[src/cms_pkg.sv]
`timescale 1ns / 1ps
// cms_pkg: shared types and constants for the chair motor sequencer.
// Holds the mode encoding, register map, button and relay bit positions,
// and register reset values. No dependencies.
package cms_pkg;

	typedef enum logic [1:0] {
		MODE_IDLE = 2'd0,
		MODE_ZERO = 2'd1,
		MODE_WORK = 2'd2
	} mode_t;

	// register map, index = paddr[3:2]
	localparam logic [1:0] REG_DEBOUNCE = 2'd0;
	localparam logic [1:0] REG_AUTO_MOVE = 2'd1;
	localparam logic [1:0] REG_WATCHDOG = 2'd2;

	localparam int PADDR_W = 4;
	localparam int NUM_BUTTONS = 7;

	// button bit positions in the pin word
	localparam int BTN_SEAT_UP = 0;
	localparam int BTN_BACK_DOWN = 1;
	localparam int BTN_BACK_UP = 2;
	localparam int BTN_SEAT_DOWN = 3;
	localparam int BTN_LIGHT = 4;
	localparam int BTN_ZERO = 5;
	localparam int BTN_WORK = 6;

	// relay bit positions
	localparam int RLY_SEAT_UP = 0;
	localparam int RLY_SEAT_DOWN = 1;
	localparam int RLY_BACK_UP = 2;
	localparam int RLY_BACK_DOWN = 3;
	localparam int RLY_LIGHT = 4;

	// edge-detect bit positions
	localparam int EDGE_LIGHT = 0;
	localparam int EDGE_ZERO = 1;
	localparam int EDGE_WORK = 2;

	localparam logic [15:0] DEBOUNCE_RST = 16'd50;
	localparam logic [23:0] AUTO_MOVE_RST = 24'd30000;
	localparam logic [15:0] WATCHDOG_RST = 16'd500;

endpackage

[src/chair_motor_sequencer.sv]
`timescale 1ns / 1ps
// chair_motor_sequencer: button debounce, automatic seat moves, light toggle
// and watchdog toggling for a powered chair. Depends on cms_pkg.
//
//  channel   handshake                       payload
//  item      item_valid / item_ready         now_ms, buttons_pin_levels
//  result    result_valid / result_ready     relays, watchdog_pin, mode, return_done
//  config    psel/penable/pwrite, pready=1   paddr, pwdata, prdata
//
// An accepted word is evaluated from the input stage; its result loads when the
// result slot is free, one word per cycle sustained while result_ready is high.
// The control state itself is the result register, so the loaded result holds
// while result_ready is low; the input stage then holds one more word.
// Reset clears the control state to released buttons, idle, relays off.
module chair_motor_sequencer (
	input  logic        clk,
	input  logic        arst_n,
	input  logic        item_valid,
	output logic        item_ready,
	input  logic [31:0] now_ms,
	input  logic [6:0]  buttons_pin_levels,
	output logic        result_valid,
	input  logic        result_ready,
	output logic        seat_up_relay,
	output logic        seat_down_relay,
	output logic        back_up_relay,
	output logic        back_down_relay,
	output logic        light_relay,
	output logic        watchdog_pin,
	output logic [1:0]  mode,
	output logic        return_done,
	input  logic        psel,
	input  logic        penable,
	input  logic        pwrite,
	input  logic [cms_pkg::PADDR_W-1:0] paddr,
	input  logic [31:0] pwdata,
	output logic [31:0] prdata,
	output logic        pready
);

	localparam int NB = cms_pkg::NUM_BUTTONS;

	// configuration
	logic [15:0] debounce_q;
	logic [23:0] auto_move_q;
	logic [15:0] wd_period_q;
	logic        cfg_wr;
	logic [1:0]  cfg_idx;

	// input stage
	logic          valid_s1;
	logic [31:0]   now_s1;
	logic [NB-1:0] pins_s1;
	logic          advance;

	// control state, also the result register
	logic [NB-1:0]  stable_q;
	logic [NB-1:0]  last_raw_q;
	logic [31:0]    change_time_q [NB];
	logic [2:0]     prev_edges_q;
	cms_pkg::mode_t mode_q;
	logic           done_q;
	logic [31:0]    move_start_q;
	logic           light_on_q;
	logic [4:0]     relay_q;
	logic [31:0]    wd_last_q;
	logic           wd_level_q;
	logic           result_valid_q;

	// next-state logic
	logic [NB-1:0]  raw;
	logic [NB-1:0]  changed;
	logic [NB-1:0]  stable_n;
	logic [31:0]    btn_elapsed [NB];
	logic [31:0]    wd_elapsed;
	logic           wd_fire;
	logic [31:0]    move_elapsed;
	logic           move_timeout;
	logic           any_pressed;
	logic [2:0]     cur_edges;
	logic [2:0]     rise;
	cms_pkg::mode_t mode_n;
	logic           done_n;
	logic           light_on_n;
	logic [4:0]     relay_n;
	logic           move_start_we;
	logic [4:0]     manual_relays;

	assign pready  = 1'b1;
	assign cfg_idx = paddr[3:2];
	assign cfg_wr  = psel & penable & pwrite & pready;

	always_comb begin
		case (cfg_idx)
			cms_pkg::REG_DEBOUNCE:  prdata = {16'd0, debounce_q};
			cms_pkg::REG_AUTO_MOVE: prdata = {8'd0, auto_move_q};
			cms_pkg::REG_WATCHDOG:  prdata = {16'd0, wd_period_q};
			default:                prdata = 32'd0;
		endcase
	end

	always_ff @(posedge clk or negedge arst_n) begin
		if (!arst_n) begin
			debounce_q  <= cms_pkg::DEBOUNCE_RST;
			auto_move_q <= cms_pkg::AUTO_MOVE_RST;
			wd_period_q <= cms_pkg::WATCHDOG_RST;
		end else if (cfg_wr) begin
			case (cfg_idx)
				cms_pkg::REG_DEBOUNCE:  debounce_q <= pwdata[15:0];
				cms_pkg::REG_AUTO_MOVE: auto_move_q <= pwdata[23:0];
				cms_pkg::REG_WATCHDOG:  wd_period_q <= pwdata[15:0];
				default: ;
			endcase
		end
	end

	// handshake: the stage word moves into state when the result slot frees
	assign advance      = valid_s1 & (~result_valid_q | result_ready);
	assign item_ready   = ~valid_s1 | advance;
	assign result_valid = result_valid_q;

	always_ff @(posedge clk or negedge arst_n) begin
		if (!arst_n) begin
			valid_s1 <= 1'b0;
		end else if (item_ready) begin
			valid_s1 <= item_valid;
		end
	end

	always_ff @(posedge clk) begin
		if (item_ready && item_valid) begin
			now_s1  <= now_ms;
			pins_s1 <= buttons_pin_levels;
		end
	end

	always_comb begin
		raw        = ~pins_s1;
		wd_elapsed = now_s1 - wd_last_q;
		wd_fire    = wd_elapsed >= {16'd0, wd_period_q};

		for (int i = 0; i < NB; i++) begin
			changed[i]     = raw[i] != last_raw_q[i];
			btn_elapsed[i] = now_s1 - change_time_q[i];
			if (!changed[i] && stable_q[i] != raw[i] &&
			    btn_elapsed[i] >= {16'd0, debounce_q}) begin
				stable_n[i] = raw[i];
			end else begin
				stable_n[i] = stable_q[i];
			end
		end

		any_pressed  = |stable_n;
		cur_edges    = {stable_n[cms_pkg::BTN_WORK], stable_n[cms_pkg::BTN_ZERO],
		                stable_n[cms_pkg::BTN_LIGHT]};
		rise         = cur_edges & ~prev_edges_q;
		move_elapsed = now_s1 - move_start_q;
		move_timeout = move_elapsed >= {8'd0, auto_move_q};

		// opposing presses interlock to off
		manual_relays = 5'd0;
		manual_relays[cms_pkg::RLY_SEAT_UP] =
			stable_n[cms_pkg::BTN_SEAT_UP] & ~stable_n[cms_pkg::BTN_SEAT_DOWN];
		manual_relays[cms_pkg::RLY_SEAT_DOWN] =
			stable_n[cms_pkg::BTN_SEAT_DOWN] & ~stable_n[cms_pkg::BTN_SEAT_UP];
		manual_relays[cms_pkg::RLY_BACK_UP] =
			stable_n[cms_pkg::BTN_BACK_UP] & ~stable_n[cms_pkg::BTN_BACK_DOWN];
		manual_relays[cms_pkg::RLY_BACK_DOWN] =
			stable_n[cms_pkg::BTN_BACK_DOWN] & ~stable_n[cms_pkg::BTN_BACK_UP];

		mode_n        = mode_q;
		done_n        = done_q;
		light_on_n    = light_on_q;
		relay_n       = relay_q;
		move_start_we = 1'b0;

		case (mode_q)
			cms_pkg::MODE_IDLE: begin
				light_on_n = light_on_q ^ rise[cms_pkg::EDGE_LIGHT];
				if (rise[cms_pkg::EDGE_ZERO]) begin
					relay_n = 5'd0;
					relay_n[cms_pkg::RLY_LIGHT]     = relay_q[cms_pkg::RLY_LIGHT];
					relay_n[cms_pkg::RLY_SEAT_DOWN] = 1'b1;
					relay_n[cms_pkg::RLY_BACK_UP]   = 1'b1;
					move_start_we = 1'b1;
					mode_n        = cms_pkg::MODE_ZERO;
					done_n        = 1'b0;
				end else if (rise[cms_pkg::EDGE_WORK] && done_q) begin
					relay_n = 5'd0;
					relay_n[cms_pkg::RLY_LIGHT]     = relay_q[cms_pkg::RLY_LIGHT];
					relay_n[cms_pkg::RLY_SEAT_UP]   = 1'b1;
					relay_n[cms_pkg::RLY_BACK_DOWN] = 1'b1;
					move_start_we = 1'b1;
					mode_n        = cms_pkg::MODE_WORK;
				end else begin
					relay_n = manual_relays;
					relay_n[cms_pkg::RLY_LIGHT] = light_on_n;
				end
			end
			cms_pkg::MODE_ZERO: begin
				if (any_pressed || move_timeout) begin
					relay_n = {relay_q[cms_pkg::RLY_LIGHT], 4'd0};
					mode_n  = cms_pkg::MODE_IDLE;
					done_n  = ~any_pressed;
				end
			end
			cms_pkg::MODE_WORK: begin
				if (any_pressed || move_timeout) begin
					relay_n = {relay_q[cms_pkg::RLY_LIGHT], 4'd0};
					mode_n  = cms_pkg::MODE_IDLE;
					done_n  = 1'b0;
				end
			end
			default: begin
				relay_n = {relay_q[cms_pkg::RLY_LIGHT], 4'd0};
				mode_n  = cms_pkg::MODE_IDLE;
				done_n  = 1'b0;
			end
		endcase
	end

	always_ff @(posedge clk or negedge arst_n) begin
		if (!arst_n) begin
			stable_q       <= '0;
			last_raw_q     <= '0;
			for (int i = 0; i < NB; i++) begin
				change_time_q[i] <= 32'd0;
			end
			prev_edges_q   <= 3'd0;
			mode_q         <= cms_pkg::MODE_IDLE;
			done_q         <= 1'b0;
			move_start_q   <= 32'd0;
			light_on_q     <= 1'b0;
			relay_q        <= 5'd0;
			wd_last_q      <= 32'd0;
			wd_level_q     <= 1'b0;
			result_valid_q <= 1'b0;
		end else begin
			if (result_ready) begin
				result_valid_q <= 1'b0;
			end
			if (advance) begin
				result_valid_q <= 1'b1;
				stable_q       <= stable_n;
				last_raw_q     <= raw;
				for (int i = 0; i < NB; i++) begin
					if (changed[i]) begin
						change_time_q[i] <= now_s1;
					end
				end
				prev_edges_q <= cur_edges;
				mode_q       <= mode_n;
				done_q       <= done_n;
				light_on_q   <= light_on_n;
				relay_q      <= relay_n;
				if (move_start_we) begin
					move_start_q <= now_s1;
				end
				if (wd_fire) begin
					wd_last_q  <= now_s1;
					wd_level_q <= ~wd_level_q;
				end
			end
		end
	end

	assign seat_up_relay   = relay_q[cms_pkg::RLY_SEAT_UP];
	assign seat_down_relay = relay_q[cms_pkg::RLY_SEAT_DOWN];
	assign back_up_relay   = relay_q[cms_pkg::RLY_BACK_UP];
	assign back_down_relay = relay_q[cms_pkg::RLY_BACK_DOWN];
	assign light_relay     = relay_q[cms_pkg::RLY_LIGHT];
	assign watchdog_pin    = wd_level_q;
	assign mode            = mode_q;
	assign return_done     = done_q;

endmodule
[config.mk]
export PLATFORM = sky130hd
export DESIGN_NAME = chair_motor_sequencer
export DESIGN_NICKNAME = d
export VERILOG_FILES = /design/src/cms_pkg.sv /design/src/chair_motor_sequencer.sv
export SDC_FILE = /design/constraint.sdc
export NUM_CORES = 1
export LEC_CHECK = 0
export BUFFER_PORTS_ARGS = -buffer_cell sky130_fd_sc_hd__buf_2
export CAP_MARGIN = 20
export CORE_AREA = 5 5 315 395
export DETAILED_ROUTE_END_ITERATION = 8
export DIE_AREA = 0 0 320 400
export PLACE_DENSITY = 0.56
export RECOVER_POWER = 50
export SYNTH_ARGS = -nofsm -noshare
export SYNTH_HDL_FRONTEND = slang
export SYNTH_SLANG_ARGS = --single-unit
[constraint.sdc]
create_clock -name clk -period 7.4 [get_ports clk]
set_clock_uncertainty 0.05 [all_clocks]
set_input_delay 0.74 -clock clk [delete_from_list [all_inputs] [get_ports clk]]
set_output_delay 0.74 -clock clk [all_outputs]
set_load 0.05 [all_outputs]
### Word level (Yosys, flattened, before mapping)

Cells that the tools add are included.

| cells by class | value |
|---|---|
| add/sub/neg operators | 9 |
| order comparisons | 9 |
| eq/ne operators | 23 |
| muxes and demuxes | 25 |
| bitwise logic cells | 24 |
| reductions and logical operators | 46 |

Operators with widths:

| cell | count |
|---|---|
| 32-bit subtractor | 9 |
| 32-bit by 16-bit >= comparator with 1-bit output | 8 |
| 24-bit one-hot mux with 3 select lines | 1 |
| 32-bit by 24-bit >= comparator with 1-bit output | 1 |
| 2-bit AND reduction | 14 |
| 1-bit logical AND | 16 |
| 1-bit two-way mux | 15 |
| 1-bit inequality test | 14 |
| 1-bit NOT | 11 |
| 5-bit two-way mux | 2 |
| 5-bit one-hot mux with 2 select lines | 1 |
| 1-bit bitwise AND | 7 |
| 1-bit zero test | 7 |
| 7-bit NOT | 1 |
| 7-bit OR reduction | 1 |
| 2-bit two-way mux | 3 |
| 2-bit inequality test, second input constant | 3 |
| 5-bit AND reduction | 1 |
| 2-bit by 1-bit equality test with 1-bit output, second input constant | 2 |
| 2-bit equality test, second input constant | 2 |
| 2-bit zero test | 2 |
| 4-bit two-way mux | 1 |
| 2-bit one-hot mux with 2 select lines | 1 |
| 4-bit AND reduction | 1 |
| other kinds (11) | 12 |

| word-level totals | value |
|---|---|
| register bits after elaboration | 412 |
| input bits | 82 |
| output and inout bits | 44 |
| word-level logic and storage cells | 161 |

### Depth between registers and ports, before layout

| depth | value |
|---|---|
| word-level depth | 12 |
| mapped depth | 33 |
| gate-level depth less buffers | 32 |

### Worst setup path after synthesis

No wires, ideal clock.

| timing | value |
|---|---|
| path kind | register to register |
| start point | reg now_s1[0] |
| end point | reg relay_q[0] |
| setup time | 0.125 ns |
| arrival | 6.175 ns |
| data required time | 7.225 ns |
| slack | 1.050 ns |
| stages on the path, launching flop included | 31 |
| buffers on the path | 1 |
| period minus slack after synthesis | 6.350 ns |
| path through | edfxtp_1 > inv_1 > ha_1 > inv_1 > fa_1 > a211oi_1 > o21ai_1 > a41oi_1 > o21ai_0 > and2_1 > o21ai_0 > nand2b_1 > a21oi_1 > nor2b_1 > o21a_1 > o21a_1 > o21a_1 > o41ai_1 > xnor2_1 > ha_1 > nand4_1 > nor3_1 > a2111o_1 > or4_1 > nor3_1 > and4_1 > nand2_1 > or4_1 > o21a_1 > buf_6 > mux2_4 |

| between the ends | value |
|---|---|
| word-level cells in the longest chain between the ends | 9 |
| elaborated cells between the ends (all ways) | 41 |
| those cells by class | add/sub: 8; order compare: 8; eq/ne: 1; mux: 10; bitwise: 3; reduce/logical: 11 |

Ends and longest elaborated chain:

| element | RTL line | source |
|---|---|---|
| start, declared | chair_motor_sequencer.sv:52 | `logic [31:0] now_s1;` |
| start signal, assigned | chair_motor_sequencer.sv:132 | `now_s1 <= now_ms;` |
| 32-bit subtractor | chair_motor_sequencer.sv:144 | `btn_elapsed[i] = now_s1 - change_time_q[i];` |
| 32-bit by 16-bit >= comparator with 1-bit output | chair_motor_sequencer.sv:146 | `btn_elapsed[i] >= {16'd0, debounce_q}) begin` |
| 1-bit logical AND | chair_motor_sequencer.sv:145 | `if (!changed[i] && stable_q[i] != raw[i] &&` |
| 1-bit two-way mux | chair_motor_sequencer.sv:145 |  |
| 3-bit bitwise AND or 1-bit NOT (tied branches) | chair_motor_sequencer.sv:156, chair_motor_sequencer.sv:163 |  |
| 1-bit logical AND or 1-bit bitwise AND (tied branches) | chair_motor_sequencer.sv:188, chair_motor_sequencer.sv:163 |  |
| 5-bit two-way mux | chair_motor_sequencer.sv:188 | `end else if (rise[cms_pkg::EDGE_WORK] && done_q) begin` |
| 5-bit two-way mux | chair_motor_sequencer.sv:180 | `if (rise[cms_pkg::EDGE_ZERO]) begin` |
| 5-bit one-hot mux with 2 select lines | chair_motor_sequencer.sv:177 | `case (mode_q)` |
| end signal, assigned | chair_motor_sequencer.sv:255 | `relay_q <= relay_n;` |
| end, declared | chair_motor_sequencer.sv:65 | `logic [4:0] relay_q;` |

Several ways; a longest one is shown, not always the timed one. The select of a mux whose other input is x is not followed.
A chain may end at the register's enable or synchronous reset.

### Worst setup path in the final report

| timing | value |
|---|---|
| start point | reg now_s1[0] |
| end point | reg relay_q[3] |

| between the ends | value |
|---|---|
| word-level cells in the longest chain between the ends | 9 |
| elaborated cells between the ends (all ways) | 41 |
| those cells by class | add/sub: 8; order compare: 8; eq/ne: 1; mux: 10; bitwise: 3; reduce/logical: 11 |

Ends and longest elaborated chain:

| element | RTL line |
|---|---|
| 32-bit subtractor | chair_motor_sequencer.sv:144 |
| 32-bit by 16-bit >= comparator with 1-bit output | chair_motor_sequencer.sv:146 |
| 1-bit logical AND | chair_motor_sequencer.sv:145 |
| 1-bit two-way mux | chair_motor_sequencer.sv:145 |
| 3-bit bitwise AND or 1-bit NOT (tied branches) | chair_motor_sequencer.sv:156, chair_motor_sequencer.sv:169 |
| 1-bit logical AND or 1-bit bitwise AND (tied branches) | chair_motor_sequencer.sv:188, chair_motor_sequencer.sv:169 |
| 5-bit two-way mux | chair_motor_sequencer.sv:188 |
| 5-bit two-way mux | chair_motor_sequencer.sv:180 |
| 5-bit one-hot mux with 2 select lines | chair_motor_sequencer.sv:177 |

Several ways; a longest one is shown, not always the timed one. The select of a mux whose other input is x is not followed.

==> summary.txt <==
Die
  • Core Box Area: 0.1204 mm2
  • Die Y: 400 um
  • I/O pins: 126
  • Die width: 320 um
  • FP Rows: 143
  • Die Area: 0.1280 mm2
  • Initial Util: 30.73%

Pwr
  • Combinational power share: 61.0%
  • Switching share of power: 45.36%
  • Cell-internal power: 8.609 mW
  • Net Switching: 7.146 mW
  • Clock network power share: 18.0%
  • Maximum vdd ir drop: 0.2346 mV
  • Pwr Total: 15.76 mW
  • Flop pwr share: 21.0%
  • P_leak: 18.57 nW
  • Power density over cell area: 380.8 mW/mm2

Timing
  • Final setup fails: 0
  • RSZ-0062 raised after global routing: false
  • Setup_tns: 0 ns
  • Slew HR: -191.8%
  • Final WS setup: 0.5371 ns
  • Least-Margin Pin Slew: 4.376 ns
  • Tcrit/Tclk final: 92.74%
  • Crit path time final: 6.863 ns
  • Max Slew Vio Count: 413
  • Hold violation count in the final report: 0
  • Max frequency: 145.7 MHz
  • Worst hold margin: 0.2311 ns

Setup path
  • Peak per-stage delay on the critical path: 0.45 ns
  • Crit path max fanout: 9
  • Worst r2r src: now_s1[0]
  • CP most frequent cell: o21a_1
  • Critical Path RT: 7.86 ns
  • Worst Path Arrival: 7.32 ns
  • Crit Reg-Reg Endpoint: relay_q[3]
  • R2R setup slack: 0.54 ns
  • FF-to-FF path depth: 29
  • Worst setup EP type: flip-flop
  • Delay-heaviest family, CP: compound AO/OA/AOI/OAI gates
  • Slowest CP cell: or4_1
  • Bufs and invs on worst path: 2
  • WS Path Type: flip-flop to flip-flop
  • Worst Setup Start Kind: flip-flop

GRT
  • Initial antenna violation count: 7
  • Number of global-route vias before repair: 31510
  • GR Util All Layers: 18.28%
  • Congestion Overflow GR: 0
  • Largest net degree at the start of global routing: 146
  • First-pass GRT wire length: 184900 um

Placed design
  • Placed instance count: 5928
  • Global placer's final weighted congestion: 0.8970
  • Final HPWL DP: 93050 um
  • PortBufs: 106
  • DP Worst Slack: 0.3834 ns

Min path
  • Worst hold path type: input port to flip-flop
  • Hold path depth: 1
  • Hold wc startpoint: now_ms[21]
  • Worst Hold End: now_s1[21]

Clock tree
  • Post-CTS sizing: 0
  • Number of H-tree levels: 2
  • CTS buffer count: 52
  • Reg clk slew, reported paths: 0.06 ns
  • Worst-Skew Late Latency: 0.64 ns
  • Max clock buf depth: 3
  • Clock Sinks: 409
  • Post-CTS Setup Inserts: 0
  • Post-CTS Hold Buffers: 0
  • Root buffer cell: clkbuf_16
  • CTS tree: done

Synth
  • Largest family of logic cells by synthesized area: compound AO/OA/AOI/OAI gates
  • Yosys top cell area share: 23.94%
  • Synthesized area per cell: 8.606 um2
  • #FFs+latches synth: 409
  • Post-Synth Simple-Gate Area: 15.29%
  • Post-synthesis compound-gate area fraction: 21.49%
  • Ys async rst share: 90.46%
  • Mapped Area: 0.03700 mm2
  • Seq/Total Area, Yosys: 28.24%
  • Yosys warning count: 0
  • Mux cell area share after synthesis: 9.364%
  • Synth cell types: 112
  • EDFF count, synth: 39
  • XOR/XNOR Fraction of Synth Area: 4.261%
  • Synth area leader: dfrtp_1
  • Synth Instances: 4299
  • Ys flop type: dfrtp_1
  • Adder-Cell Fraction of Synth Area: 15.16%
  • Largest cells by area after synthesis: dfrtp_1 (24%), ha_1 (15%), mux2_2 (7.5%)

Cells and area
  • Storage cell area: 0.01045 mm2
  • Most common cell after layout, fill and taps aside: ha_1
  • Final nets: 4912
  • Final std cells w/o fill: 6026
  • Most frequent cells in the layout: ha_1 (434), inv_1 (420), nand2_1 (385), dfrtp_1 (354), a21oi_1 (332)
  • Area Growth Syn to Fin: 11.83%
  • Share of layout cells above drive strength 1: 13.12%
  • Area of the multi-input gates: 0.02434 mm2
  • Fill count: 12560

Route
  • Final WL: 120200 um
  • DRT iter0 DRCs: 2303
  • Final ANT Viol Nets: 0
  • DR WL/cell: 19.95 um
  • Via count: 32340
  • Remaining DRCs: 0
  • Vias per std cell: 5.367
  • DR pass1 iterations: 5

Outcome
  • Outcome: finished, violations left
  • Violated checks: max-capacitance violations, max-slew violations

Run
  • # Max-Cap Violations: 6
## worst max-delay path by stage
| stage | startpoint | endpoint | slack [ns] | cells past startpoint |
|---|---|---|---|---|
| CTS | now_s1[0] | relay_q[0] | 0.38 | 29 |
| global placement | now_s1[0] | relay_q[0] | 0.34 | 30 |
| global route | now_s1[0] | relay_q[3] | 0.007 | 29 |
| detailed placement | now_s1[0] | relay_q[0] | 0.38 | 29 |
| finish | now_s1[0] | relay_q[3] | 0.54 | 29 |
| floorplan | now_s1[0] | relay_q[0] | 1.05 | 30 |
## sequential cells by signal, indices dropped and copies added, names as in the netlist, 2 cells and up
signal	count
mode	2
pins_s1	7
auto_move_q	24
wd_last_q	32
wd_period_q	16
move_start_q	32
change_time_q	224
stable_q	7
relay_q	5
last_raw_q	7
debounce_q	16
now_s1	32
## through the flow
stage	util (%)	cell area, um2
6_report	34.36	41370
3_5_place_dp	32.85	39560
2_1_floorplan	-	37020
5_1_grt	34.36	41370
4_1_cts	34.42	41440
3_3_place_gp	32.83	39530
## power by group through the flow
stage | clock network (mW) | logic, mW | registers [mW]
after detailed placement | 0 | 9.51 | 3.36
final | 2.83 | 9.61 | 3.31
after CTS | 2.93 | 9.57 | 3.32
after floorplan | 0 | 7.18 | 3.32
after global placement | 0 | 9.43 | 3.33
after global routing | 3.00 | 10.8 | 3.40
## worst reg2reg max path: cells and delay by family, from the launching register on
family | cells | cell delay [ns]
compound gates | 12 | 2.79
mux | 1 | 0.34
xor+xnor | 1 | 0.20
simple gates | 10 | 1.95
fa+ha+maj | 3 | 0.87
flops | 1 | 0.39
buf+inv | 2 | 0.14
## cell families (layout without fill, tap and decap cells)
group | after synthesis | count (layout)
AND/OR/NAND/NOR | 1147 | 1147
other | 2 | 10
AO/OA/AOI/OAI | 1227 | 1227
adder cells (fa/ha/maj) | 443 | 443
XOR/XNOR | 180 | 180
buffers and inverters | 580 | 704
multiplexers | 311 | 311
flip-flops | 409 | 409
## routing by layer
| layer | global-route usage [%] | part of all wire [%] | vias up |
|---|---|---|---|
| li1 | - | - | 15780 |
| met1 | 24.31 | 46 | 15690 |
| met2 | 31.14 | 47 | 703 |
| met3 | 2.044 | 4.0 | 166 |
| met4 | 5.897 | 3.3 | 8 |
| met5 | 0 | 0.042 | - |
## final cells by class
| cell class | count | area share, % |
|---|---|---|
| Tap cell | 1595 | 4.823 |
| Antenna cell | 1 | 0.006048 |
| Multi-Input combinational cell | 3317 | 58.82 |
| Clock buffer | 69 | 3.571 |
| Sequential cell | 409 | 25.26 |
| Clock inverter | 28 | 0.9798 |
| Timing Repair Buffer | 186 | 2.722 |
| Inverter | 421 | 3.819 |
## Yosys cell counts (all sizes together), types with 17 or more instances
cell type	count
a21o	102
xnor2	114
o21bai	26
and2	35
mux2i	36
and3	28
nor2b	44
a2111oi	25
nor4	37
and4	17
o21ai	315
a21oi	339
buf	43
nand2	385
nand3	87
ha	434
inv	420
a31oi	31
mux2	275
or3	21
dfrtp	354
clkbuf	116
nand2b	57
o2111ai	17
edfxtp	39
o31ai	18
nor2	223
o21a	73
a211oi	50
xor2	66
nor3	81
o211ai	55
nand4	64
Note: power is estimated with default switching activity, not from simulation.
